===== config.mk =====
export PLATFORM = sky130hd
export DESIGN_NAME = matrix_row_col_sums
export DESIGN_NICKNAME = d
export VERILOG_FILES = /design/src/sv/mrcs_pkg.sv /design/src/sv/mrcs_ctrl.sv /design/src/sv/mrcs_dp.sv /design/src/sv/matrix_row_col_sums.sv
export SDC_FILE = /design/constraint.sdc
export NUM_CORES = 1
export LEC_CHECK = 0
export BUFFER_PORTS_ARGS = -buffer_cell sky130_fd_sc_hd__buf_2
export CAP_MARGIN = 10
export CORE_MARGIN = 1.5
export CORE_UTILIZATION = 55
export DETAILED_ROUTE_END_ITERATION = 8
export PLACE_DENSITY = 0.78
export REMOVE_ABC_BUFFERS = 1
export SLEW_MARGIN = 10
export SYNTH_ARGS = -nofsm -noshare
export SYNTH_HDL_FRONTEND = slang
export SYNTH_SLANG_ARGS = --single-unit

===== constraint.sdc =====
create_clock -name clock -period 4.6 [get_ports clock]
set_clock_uncertainty 0.1 [all_clocks]
set_input_delay 0.23 -clock clock [delete_from_list [all_inputs] [get_ports clock]]
set_output_delay 0.23 -clock clock [all_outputs]
set_load 0.05 [all_outputs]

===== src/sv/mrcs_pkg.sv =====
// Shared types and constants for the matrix row and column sum block.
`timescale 1ns / 1ps
package mrcs_pkg;

   localparam int MaxColumnsDefault = 32;
   localparam int ElemWidth         = 32;
   localparam int IndexWidth        = 16;
   localparam int RowCountWidth     = 16;
   localparam int ColCountWidth     = 6;
   localparam int CsrIndexWidth     = 1;
   localparam int CsrDataWidth      = 16;

   // Register indexes on the write port
   localparam logic [CsrIndexWidth-1:0] CsrRowCount    = 1'd0;
   localparam logic [CsrIndexWidth-1:0] CsrColumnCount = 1'd1;

   // Result kinds carried on tuser
   localparam logic KindRow    = 1'b0;
   localparam logic KindColumn = 1'b1;

   // Commands from the controller to the datapath
   typedef struct packed {
      logic load_elem;   // capture the accepted element
      logic rd_en;       // read the column accumulator at the column address
      logic acc_en;      // write back column sum, advance the row sum
      logic row_out;     // load the result register with the row sum
      logic col_out;     // load the result register with the column sum read
      logic col_last;    // this column sum closes the matrix
      logic clear_cols;  // drop every column accumulator back to zero
   } mrcs_cmd_type;

   // Status from the datapath to the controller
   typedef struct packed {
      logic out_free;    // result register can take a new request this cycle
   } mrcs_status_type;

endpackage


===== src/sv/mrcs_ctrl.sv =====
// Controller: sequencing, position counters and configuration registers.
`timescale 1ns / 1ps
module mrcs_ctrl #(
   parameter int MAX_COLUMNS = mrcs_pkg::MaxColumnsDefault,
   parameter int CW          = (MAX_COLUMNS > 1) ? $clog2(MAX_COLUMNS) : 1
) (
   input  logic                                 clock,
   input  logic                                 reset,
   input  logic                                 csr_we,
   input  logic [mrcs_pkg::CsrIndexWidth-1:0]   csr_index,
   input  logic [mrcs_pkg::CsrDataWidth-1:0]    csr_wdata,
   input  logic                                 req_tvalid,
   output logic                                 req_tready,
   input  mrcs_pkg::mrcs_status_type            status,
   output mrcs_pkg::mrcs_cmd_type               cmd,
   output logic [CW-1:0]                        col_addr,
   output logic [mrcs_pkg::IndexWidth-1:0]      row_index
);
   import mrcs_pkg::*;

   localparam logic [1:0] S_IDLE = 2'd0;
   localparam logic [1:0] S_ACC  = 2'd1;
   localparam logic [1:0] S_DRD  = 2'd2;
   localparam logic [1:0] S_DWR  = 2'd3;

   localparam logic [ColCountWidth-1:0] MaxCols = ColCountWidth'(MAX_COLUMNS);

   logic [1:0]                 state_ff, state_in;
   logic [RowCountWidth-1:0]   row_count_ff, row_count_in;
   logic [ColCountWidth-1:0]   col_count_ff, col_count_in;
   logic [CW-1:0]              col_pos_ff, col_pos_in;
   logic [IndexWidth-1:0]      row_pos_ff, row_pos_in;
   logic [CW-1:0]              dump_ff, dump_in;

   logic [ColCountWidth-1:0]   cols_eff;
   logic [RowCountWidth-1:0]   rows_eff;
   logic                       row_end, matrix_end, dump_last;

   always_comb begin
      if (col_count_ff == '0) begin
         cols_eff = ColCountWidth'(1);
      end else if (col_count_ff > MaxCols) begin
         cols_eff = MaxCols;
      end else begin
         cols_eff = col_count_ff;
      end
      rows_eff   = (row_count_ff == '0) ? RowCountWidth'(1) : row_count_ff;
      row_end    = !((7'(col_pos_ff) + 7'd1) < 7'(cols_eff));
      matrix_end = !((17'(row_pos_ff) + 17'd1) < 17'(rows_eff));
      dump_last  = ((7'(dump_ff) + 7'd1) == 7'(cols_eff));
   end

   always_comb begin
      row_count_in = row_count_ff;
      col_count_in = col_count_ff;
      if (csr_we) begin
         case (csr_index)
            CsrRowCount:    row_count_in = csr_wdata[RowCountWidth-1:0];
            CsrColumnCount: col_count_in = csr_wdata[ColCountWidth-1:0];
            default: ;
         endcase
      end
   end

   always_comb begin
      state_in   = state_ff;
      col_pos_in = col_pos_ff;
      row_pos_in = row_pos_ff;
      dump_in    = dump_ff;
      cmd        = '0;
      req_tready = 1'b0;
      case (state_ff)
         S_IDLE: begin
            req_tready = 1'b1;
            if (req_tvalid) begin
               cmd.load_elem = 1'b1;
               cmd.rd_en     = 1'b1;
               state_in      = S_ACC;
            end
         end
         S_ACC: begin
            if (!row_end) begin
               cmd.acc_en = 1'b1;
               col_pos_in = col_pos_ff + CW'(1);
               state_in   = S_IDLE;
            end else if (status.out_free) begin
               cmd.acc_en  = 1'b1;
               cmd.row_out = 1'b1;
               col_pos_in  = '0;
               if (matrix_end) begin
                  row_pos_in = '0;
                  dump_in    = '0;
                  state_in   = S_DRD;
               end else begin
                  row_pos_in = row_pos_ff + IndexWidth'(1);
                  state_in   = S_IDLE;
               end
            end
         end
         S_DRD: begin
            cmd.rd_en = 1'b1;
            state_in  = S_DWR;
         end
         S_DWR: begin
            if (status.out_free) begin
               cmd.col_out  = 1'b1;
               cmd.col_last = dump_last;
               if (dump_last) begin
                  cmd.clear_cols = 1'b1;
                  state_in       = S_IDLE;
               end else begin
                  dump_in  = dump_ff + CW'(1);
                  state_in = S_DRD;
               end
            end
         end
         default: state_in = S_IDLE;
      endcase
   end

   assign col_addr  = (state_ff == S_DRD || state_ff == S_DWR) ? dump_ff : col_pos_ff;
   assign row_index = row_pos_ff;

   always_ff @(posedge clock) begin
      if (reset) begin
         state_ff     <= S_IDLE;
         row_count_ff <= RowCountWidth'(1);
         col_count_ff <= ColCountWidth'(1);
         col_pos_ff   <= '0;
         row_pos_ff   <= '0;
         dump_ff      <= '0;
      end else begin
         state_ff     <= state_in;
         row_count_ff <= row_count_in;
         col_count_ff <= col_count_in;
         col_pos_ff   <= col_pos_in;
         row_pos_ff   <= row_pos_in;
         dump_ff      <= dump_in;
      end
   end

endmodule


===== src/sv/mrcs_dp.sv =====
// Datapath: column accumulator memory, row sum and result register.
`timescale 1ns / 1ps
module mrcs_dp #(
   parameter int MAX_COLUMNS = mrcs_pkg::MaxColumnsDefault,
   parameter int CW          = (MAX_COLUMNS > 1) ? $clog2(MAX_COLUMNS) : 1
) (
   input  logic                               clock,
   input  logic                               reset,
   input  mrcs_pkg::mrcs_cmd_type             cmd,
   input  logic [CW-1:0]                      col_addr,
   input  logic [mrcs_pkg::IndexWidth-1:0]    row_index,
   output mrcs_pkg::mrcs_status_type          status,
   input  logic [mrcs_pkg::ElemWidth-1:0]     elem,
   output logic                               out_valid,
   input  logic                               out_ready,
   output logic                               out_kind,
   output logic [mrcs_pkg::IndexWidth-1:0]    out_index,
   output logic [mrcs_pkg::ElemWidth-1:0]     out_value,
   output logic                               out_last
);
   import mrcs_pkg::*;

   logic [ElemWidth-1:0]   col_mem [MAX_COLUMNS];
   logic [MAX_COLUMNS-1:0] valid_ff;
   logic [ElemWidth-1:0]   elem_ff;
   logic [ElemWidth-1:0]   rd_ff;
   logic                   rdv_ff;
   logic [ElemWidth-1:0]   row_acc_ff;
   logic                   out_valid_ff;
   logic                   out_kind_ff, out_last_ff;
   logic [IndexWidth-1:0]  out_index_ff;
   logic [ElemWidth-1:0]   out_value_ff;

   logic [ElemWidth-1:0]   col_old, col_sum, row_sum;

   assign col_old = rdv_ff ? rd_ff : '0;
   assign col_sum = col_old + elem_ff;
   assign row_sum = row_acc_ff + elem_ff;
   assign status.out_free = !out_valid_ff || out_ready;

   always_ff @(posedge clock) begin
      if (cmd.load_elem) begin
         elem_ff <= elem;
      end
      if (cmd.rd_en) begin
         rd_ff  <= col_mem[col_addr];
         rdv_ff <= valid_ff[col_addr];
      end
      if (cmd.acc_en) begin
         col_mem[col_addr] <= col_sum;
      end
   end

   always_ff @(posedge clock) begin
      if (reset) begin
         valid_ff   <= '0;
         row_acc_ff <= '0;
      end else begin
         if (cmd.clear_cols) begin
            valid_ff <= '0;
         end else if (cmd.acc_en) begin
            valid_ff[col_addr] <= 1'b1;
         end
         if (cmd.row_out) begin
            row_acc_ff <= '0;
         end else if (cmd.acc_en) begin
            row_acc_ff <= row_sum;
         end
      end
   end

   always_ff @(posedge clock) begin
      if (reset) begin
         out_valid_ff <= 1'b0;
      end else if (cmd.row_out || cmd.col_out) begin
         out_valid_ff <= 1'b1;
      end else if (out_ready) begin
         out_valid_ff <= 1'b0;
      end
   end

   always_ff @(posedge clock) begin
      if (cmd.row_out) begin
         out_kind_ff  <= KindRow;
         out_index_ff <= row_index;
         out_value_ff <= row_sum;
         out_last_ff  <= 1'b0;
      end else if (cmd.col_out) begin
         out_kind_ff  <= KindColumn;
         out_index_ff <= IndexWidth'(col_addr);
         out_value_ff <= col_old;
         out_last_ff  <= cmd.col_last;
      end
   end

   assign out_valid = out_valid_ff;
   assign out_kind  = out_kind_ff;
   assign out_index = out_index_ff;
   assign out_value = out_value_ff;
   assign out_last  = out_last_ff;

endmodule


===== src/sv/matrix_row_col_sums.sv =====
// Top level of the matrix row and column sum block.
`timescale 1ns / 1ps
// Takes a row-major matrix of signed 32-bit elements, one element per request,
// with row_count rows (register 0, zero acts as one) and column_count columns
// (register 1, zero acts as one, values above MAX_COLUMNS act as MAX_COLUMNS).
// Each closed row yields a row sum (tuser low, index = row number). The last
// element of a matrix yields its row sum and then every column sum in column
// order (tuser high, index = column number), the last one flagged by tlast.
// All sums wrap in 32-bit two's complement. Column accumulators live in a
// MAX_COLUMNS-deep memory with a registered read port, so an element takes
// two steps: one to read its column accumulator, one to add and write back.
// At a row end the second step also waits until the result register is free.
// The column dump after a matrix reads each column, then loads the result
// register, waiting out any stall from the result side; no element is
// taken meanwhile. Write the registers only while the block is idle.
module matrix_row_col_sums #(
   parameter int MAX_COLUMNS = mrcs_pkg::MaxColumnsDefault
) (
   input  logic                                clock,
   input  logic                                reset,
   // Configuration writes
   input  logic                                csr_we,
   input  logic [mrcs_pkg::CsrIndexWidth-1:0]  csr_index,
   input  logic [mrcs_pkg::CsrDataWidth-1:0]   csr_wdata,
   // Element requests
   input  logic                                req_tvalid,
   output logic                                req_tready,
   input  logic [31:0]                         req_tdata,  // [31:0] element
   // Sum results
   output logic                                rsp_tvalid,
   input  logic                                rsp_tready,
   output logic [47:0]                         rsp_tdata,  // [15:0] sum_index, [47:16] sum_value
   output logic                                rsp_tuser,  // sum_kind
   output logic                                rsp_tlast   // final_sum
);
   import mrcs_pkg::*;

   localparam int CW = (MAX_COLUMNS > 1) ? $clog2(MAX_COLUMNS) : 1;

   mrcs_cmd_type           cmd;
   mrcs_status_type        status;
   logic [CW-1:0]          col_addr;
   logic [IndexWidth-1:0]  row_index;
   logic [IndexWidth-1:0]  out_index;
   logic [ElemWidth-1:0]   out_value;

   // Sequence requests, positions and the end-of-matrix dump
   mrcs_ctrl #(
      .MAX_COLUMNS (MAX_COLUMNS),
      .CW          (CW)
   ) u_ctrl (
      .clock      (clock),
      .reset      (reset),
      .csr_we     (csr_we),
      .csr_index  (csr_index),
      .csr_wdata  (csr_wdata),
      .req_tvalid (req_tvalid),
      .req_tready (req_tready),
      .status     (status),
      .cmd        (cmd),
      .col_addr   (col_addr),
      .row_index  (row_index)
   );

   // Hold the sums and the result register
   mrcs_dp #(
      .MAX_COLUMNS (MAX_COLUMNS),
      .CW          (CW)
   ) u_dp (
      .clock     (clock),
      .reset     (reset),
      .cmd       (cmd),
      .col_addr  (col_addr),
      .row_index (row_index),
      .status    (status),
      .elem      (req_tdata),
      .out_valid (rsp_tvalid),
      .out_ready (rsp_tready),
      .out_kind  (rsp_tuser),
      .out_index (out_index),
      .out_value (out_value),
      .out_last  (rsp_tlast)
   );

   // Pack index low, value above it
   assign rsp_tdata = {out_value, out_index};

endmodule


==> flow_metrics.tcl, run 1 <==
set metrics [dict create \
    status "complete, no violations" \
    synth.distinct_cells 75 \
    routedWlPerCell_um 30.3 \
    routed_via_density 6.64 \
    dp_cells 4441 \
    async_flop_share 0 \
    vdd.ir_drop.worst_uv 356 \
    busiest_layer "met2" \
    final-hold-violation-count 0 \
    use_met3 0.0667 \
    rsz0062_at_grt "no" \
    numCtsBuffers 114 \
    antenna_found_initial 3 \
    path_max_fanout 32 \
    nets 3526 \
    worst_pin_slew_ns 1.29 \
    worst_r2r_startpoint "u_dp.rdv_ff$_DFFE_PP_" \
    synthCells 3108 \
    wl_um 143000 \
    rrSetupSlack_ns 0.16 \
    ys_seq_elements 1254 \
    ant_nets 0 \
    grt-ovfl-total 0 \
    route.vias.total 31400 \
    grt_pass1_vias 31100 \
    fp.dieW_um 308 \
    crit_buf_inv 1 \
    cp_common_cell "a21oi_1" \
    clock_sinks 1254 \
    synth_ff_type "edfxtp_1" \
    power_leakage_nw 20.2 \
    cap_violations 0 \
    clk_latency_ns 0.72 \
    place.gp.congestion 0.928 \
    worstPathCellList "buf_4, and2_1, ha_1, nand3_1, nor2_1, o311ai_1, a211oi_1, nor3_2, a21oi_1, a311o_1, a21oi_1, xnor2_2" \
    portBuffers 105 \
    dp_slack_ns -0.0605 \
    power.density_mw_per_mm2 458 \
    clk_pin_slew_worst_paths_ns 0.06 \
    final-setup-viol-count 0 \
    grt_pass1_wl_um 207000 \
    drc 0 \
    cpMaxStageDelayCell "xnor2_2" \
    setup.worst_path.class "flop to flop" \
    cp_top_family "compound AO/OA/AOI/OAI gates" \
    placementRows 111 \
    yosysWarnings 0 \
    synth_enable_flop_cells 1137 \
    use_met1 0.392 \
    cpPeakStageDelay_ns 1.01 \
    htreeDepth 3 \
    fin_ws_ns 0.160 \
    hold_depth 3 \
    io_pins 106 \
    fp.coreArea_mm2 0.0921 \
    dp_hpwl_um 82800 \
    r2r-end "u_dp.col_mem[10][31]$_DFFE_PP_" \
    grt_max_degree 62 \
    period_needed_ns 4.44 \
    hold_start "req_tvalid" \
    hp-class "input pin to flop" \
    avgSynthCellArea_um2 16.5 \
    final_max_slew_viol_count 0 \
    fin_util 0.642 \
    cts_max_path_buffers 3 \
    dr.pass1.iters 8 \
    cp-start-kind "flop" \
    post_cts_buffers 0 \
    synth.yosys.seq_area_share 0.711 \
    initial_utilization 0.557 \
    die_h_um 308 \
    drive_gt1_frac 0.215 \
    syn_area_mm2 0.0513 \
    grtUsageMet2 0.489 \
    setup_tns_ns 0 \
    drtIter0Drc 4470 \
    clock-root-buffer "clkbuf_16" \
    fin_crit_sh 0.965 \
    final_cells 4724 \
    grt_usage 0.302 \
    fmax_mhz 225 \
    endpoint_kind "flop" \
    crit_arrival_ns 4.66 \
    die_area_mm2 0.0951 \
    holdPathEnd "u_dp.rdv_ff$_DFFE_PP_" \
    slew_headroom 0.135 \
    cts_tree "done" \
    synthToLayoutAreaGrowth_pct 15.3 \
    r2r_cells 12 \
    required_ns 4.82 \
]
layout by cell type, fill, tap and decap left out, drive strengths merged, types with 58 or more instances in the layout:
master / synthesis / layout
a21oi: 108 / 108
a22oi: 114 / 114
and3: 58 / 58
buf: 52 / 251
clkbuf: 108 / 150
dfxtp: 117 / 117
dlygate4sd3: 0 / 70
edfxtp: 1137 / 1137
ha: 85 / 85
mux4: 226 / 226
nand2: 285 / 285
nand3: 84 / 84
nor2: 128 / 128
o21ai: 86 / 86
worst max path at each step:
stage / slack [ns] / from / cells after the start / end
after CTS: 0.05 / u_dp.rdv_ff$_DFFE_PP_ / 13 / u_dp.col_mem[12][30]$_DFFE_PP_
after global routing: 0.007 / u_dp.rdv_ff$_DFFE_PP_ / 13 / u_dp.col_mem[26][26]$_DFFE_PP_
final: 0.16 / u_dp.rdv_ff$_DFFE_PP_ / 12 / u_dp.col_mem[10][31]$_DFFE_PP_
after floorplan: -25.25 / u_ctrl.state_ff[1]$_SDFFE_PP0P_ / 3 / u_dp.col_mem[0][0]$_DFFE_PP_
after global placement: -0.009 / u_dp.rdv_ff$_DFFE_PP_ / 12 / u_dp.col_mem[8][29]$_DFFE_PP_
after detailed placement: -0.06 / u_dp.rdv_ff$_DFFE_PP_ / 12 / u_dp.col_mem[10][29]$_DFFE_PP_
stage by stage:
stage	hold slack [ns]	instance area, um^2	power (mW)
6_report	0.148	59100	27.1
5_1_grt	0.158	59100	27.8
4_1_cts	0.133	59100	27.0
3_5_place_dp	0.309	54700	17.7
3_3_place_gp	0.308	54700	17.6
2_1_floorplan	0.199	50600	16.6
layout make-up:
type | count | area [um^2]
inverters | 40 | 150
flip-flops and latches | 1254 | 36500
multi-input cells | 1654 | 14600
fillers | 5969 | 32900
clock buffers | 150 | 3110
clock inverters | 61 | 576
diodes | 1 | 2.50
repair buffers | 321 | 2640
well taps | 1243 | 1560
synthesized netlist by cell type (all sizes together) (33+ instances only):
master / n / area share
a21o: 55 / 0.0081
a21oi: 108 / 0.011
a22oi: 114 / 0.017
a31oi: 33 / 0.0043
and2: 49 / 0.0060
and3: 58 / 0.0071
buf: 52 / 0.0048
clkbuf: 108 / 0.0080
dfxtp: 117 / 0.046
edfxtp: 1137 / 0.67
ha: 85 / 0.021
inv: 40 / 0.0029
mux4: 226 / 0.099
nand2: 285 / 0.021
nand3: 84 / 0.0082
nor2: 128 / 0.0094
o21a: 38 / 0.0056
o21ai: 86 / 0.0084
xnor2: 48 / 0.0082
layer usage:
metal / wire [um] / up-vias
li1: - / 12900
met4: 7350 / 0
met3: 17800 / 465
met1: 50200 / 15600
met2: 67800 / 2434
met5: 0 / -
sequential cells by signal, summed over array words and instances, names as in the netlist, 2 cells and up:
| signal | count |
|---|---|
| u_dp.col_mem | 1024 |
| u_dp.elem_ff | 32 |
| u_dp.out_value | 32 |
| u_dp.rd_ff | 32 |
| u_dp.row_acc_ff | 32 |
| u_dp.valid_ff | 32 |
| u_ctrl.row_count_ff | 16 |
| u_ctrl.row_index | 16 |
| u_dp.out_index | 16 |
| u_ctrl.col_count_ff | 6 |
| u_ctrl.col_pos_ff | 5 |
| u_ctrl.dump_ff | 5 |
| u_ctrl.state_ff | 2 |
power breakdown:
part | internal [mW] | switching [mW]
combinational | 1.19 | 2.71
clock | 5.26 | 4.15
sequential | 13.6 | 0.120
total | 20.1 | 6.99
repair_timing:
action,in CTS,in global routing
setup endpoints to repair,64,43
hold buffers,70,0
gates cloned,0,0
gates resized for setup,2,1
hold endpoints to repair,65,0
cell families after synthesis:
family	Yosys count	share of synthesized area
flops	1254	0.711
simple gates	709	0.0645
compound gates	542	0.0715
mux	242	0.103
buf+inv	200	0.0157
fa+ha+maj	87	0.0215
xor+xnor	74	0.0129
worst min-delay path, stage by stage:
cell	delay, ns
buf_2	0.11
nor2_1	0.18
nor2_4	0.20
Power figures use the tool's default switching activity.
==> inputs of run 2 (changes only) <==
CAP_MARGIN = 20   (was 10)
CORE_ASPECT_RATIO = 1.4   (was default)
==> flow_metrics.tcl, run 2 (synthesis gave the netlist of run 1 again) <==
set metrics [dict create \
    cp-start-kind "flop" \
    fin_area_mm2 0.0594 \
    clk_latency_ns 0.72 \
    final_cells 4687 \
    dp_cells 4411 \
    setup.worst_path.class "flop to flop" \
    routed_via_density 6.70 \
    cp.depth 13 \
    vdd.ir_drop.worst_uv 324 \
    drive_gt1_frac 0.218 \
    htreeDepth 3 \
    grtUsageMet2 0.511 \
    wl_um 143000 \
    fill_cells 5986 \
    use_met1 0.372 \
    drc 0 \
    die_h_um 364 \
    use_met3 0.0644 \
    place_area_mm2 0.0548 \
    clock_sinks 1254 \
    dr.pass1.iters 7 \
    cp_top_family "simple AND/OR/NAND/NOR gates" \
    setup_tns_ns 0 \
    fp.coreArea_mm2 0.0925 \
    nets 3525 \
    slew_headroom 0.236 \
    die_area_mm2 0.0951 \
    crit_arrival_ns 4.47 \
    worstPathCellList "buf_4, and2_1, ha_1, nand3_1, nor2_1, nand3_1, a211oi_1, nor3_1, buf_4, a21oi_1, a21oi_1, nor4bb_1, or3_2" \
    final_max_slew_viol_count 0 \
    status "complete, no violations" \
    placementRows 132 \
    hp-class "input pin to flop" \
    grt_pass1_wl_um 207000 \
    period_needed_ns 4.23 \
    power.density_mw_per_mm2 462 \
    synthToLayoutAreaGrowth_pct 15.7 \
    r2r_cells 13 \
    largest-register "u_dp.col_mem" \
    largest_register_ffs 1024 \
    fmax_mhz 236 \
    drtIter0Drc 4367 \
    final_cell_mix "edfxtp_1, nand2_1, mux4_2" \
    numCtsBuffers 108 \
    endpoint_kind "flop" \
    power_leakage_nw 20.3 \
    portBuffers 105 \
    final-hold-violation-count 0 \
    cts_max_path_buffers 3 \
    clk_pin_slew_worst_paths_ns 0.06 \
    cts_tree "done" \
    cap_violations 0 \
    multiInputGateArea_mm2 0.0146 \
    io_pins 106 \
    clock-root-buffer "clkbuf_16" \
    ant_nets 0 \
    fin_util 0.642 \
    grt-ovfl-total 0 \
    routedWlPerCell_um 30.6 \
    crit_buf_inv 2 \
    fp.dieW_um 261 \
    cpPeakStageDelay_ns 0.74 \
    route.vias.total 31400 \
    regArea_mm2 0.0365 \
    grt_usage 0.305 \
    rsz0062_at_grt "no" \
    busiest_layer "met2" \
    initial_utilization 0.555 \
    final-setup-viol-count 0 \
    dp_hpwl_um 84700 \
    final_common_cell "edfxtp_1" \
    hold_depth 4 \
    grt_max_degree 64 \
    grt_pass1_vias 31300 \
    path_max_fanout 32 \
    required_ns 4.84 \
    cpMaxStageDelayCell "or3_2" \
    total_power_mw 27.4 \
    antenna_found_initial 8 \
    place.gp.congestion 0.948 \
    worst_pin_slew_ns 1.15 \
    fin_crit_sh 0.920 \
]
run 2: worst register-to-register path, stage by stage, from the launching register on:
cell and delay, ns:
edfxtp_1 0.43, buf_4 0.25, and2_1 0.21, ha_1 0.44, nand3_1 0.16, nor2_1 0.31
nand3_1 0.13, a211oi_1 0.26, nor3_1 0.10, buf_4 0.16, a21oi_1 0.19, a21oi_1 0.17
nor4bb_1 0.19, or3_2 0.75
run 2: per-stage QoR:
step                      hold WS [ns]  worst slack (ns)
after global placement           0.309             0.293
after floorplan                  0.199            -25.25
after detailed placement         0.309             0.212
after CTS                      0.00577             0.210
after global routing            0.0273             0.185
final                           0.0504             0.370
run 2: final timing paths:
kind	startpoint	to	slack, ns
hold / removal	rsp_tready	u_dp.out_last$_SDFFE_PP0P_	0.05
hold reg to reg	u_dp.out_kind$_SDFFE_PP0P_	u_dp.out_kind$_SDFFE_PP0P_	0.35
setup reg to reg	u_dp.rdv_ff$_DFFE_PP_	u_dp.col_mem[12][29]$_DFFE_PP_	0.37
setup / recovery	u_dp.rdv_ff$_DFFE_PP_	u_dp.col_mem[12][29]$_DFFE_PP_	0.37
run 2: final cells by class:
type,instances,area share
timing repair buffer,326,0.0469
clock buffer,139,0.0512
clock inverter,63,0.0132
tap,1206,0.0254
multi-input combinational,1654,0.246
antenna,5,0.000211
sequential,1254,0.615
inverter,40,0.00253
run 2: power breakdown:
part           internal (mW)  switching [mW]  total, mW
logic                   1.24            2.71       3.94
registers               13.6           0.120       13.7
clock network           5.63            4.14       9.77
run 2: timing repair:
| action | CTS | global route |
|---|---|---|
| endpoints found under the hold margin | 62 | 0 |
| buffers inserted | 0 | 0 |
| hold buffers | 65 | 0 |
| resized for setup | 0 | 1 |
| endpoints found under the setup margin | 0 | 32 |
run 2: per-layer routing:
metal	vias up	part of all wire
met5	-	0.00016
met4	4	0.060
met3	503	0.11
met2	2340	0.49
met1	15700	0.34
li1	12900	-
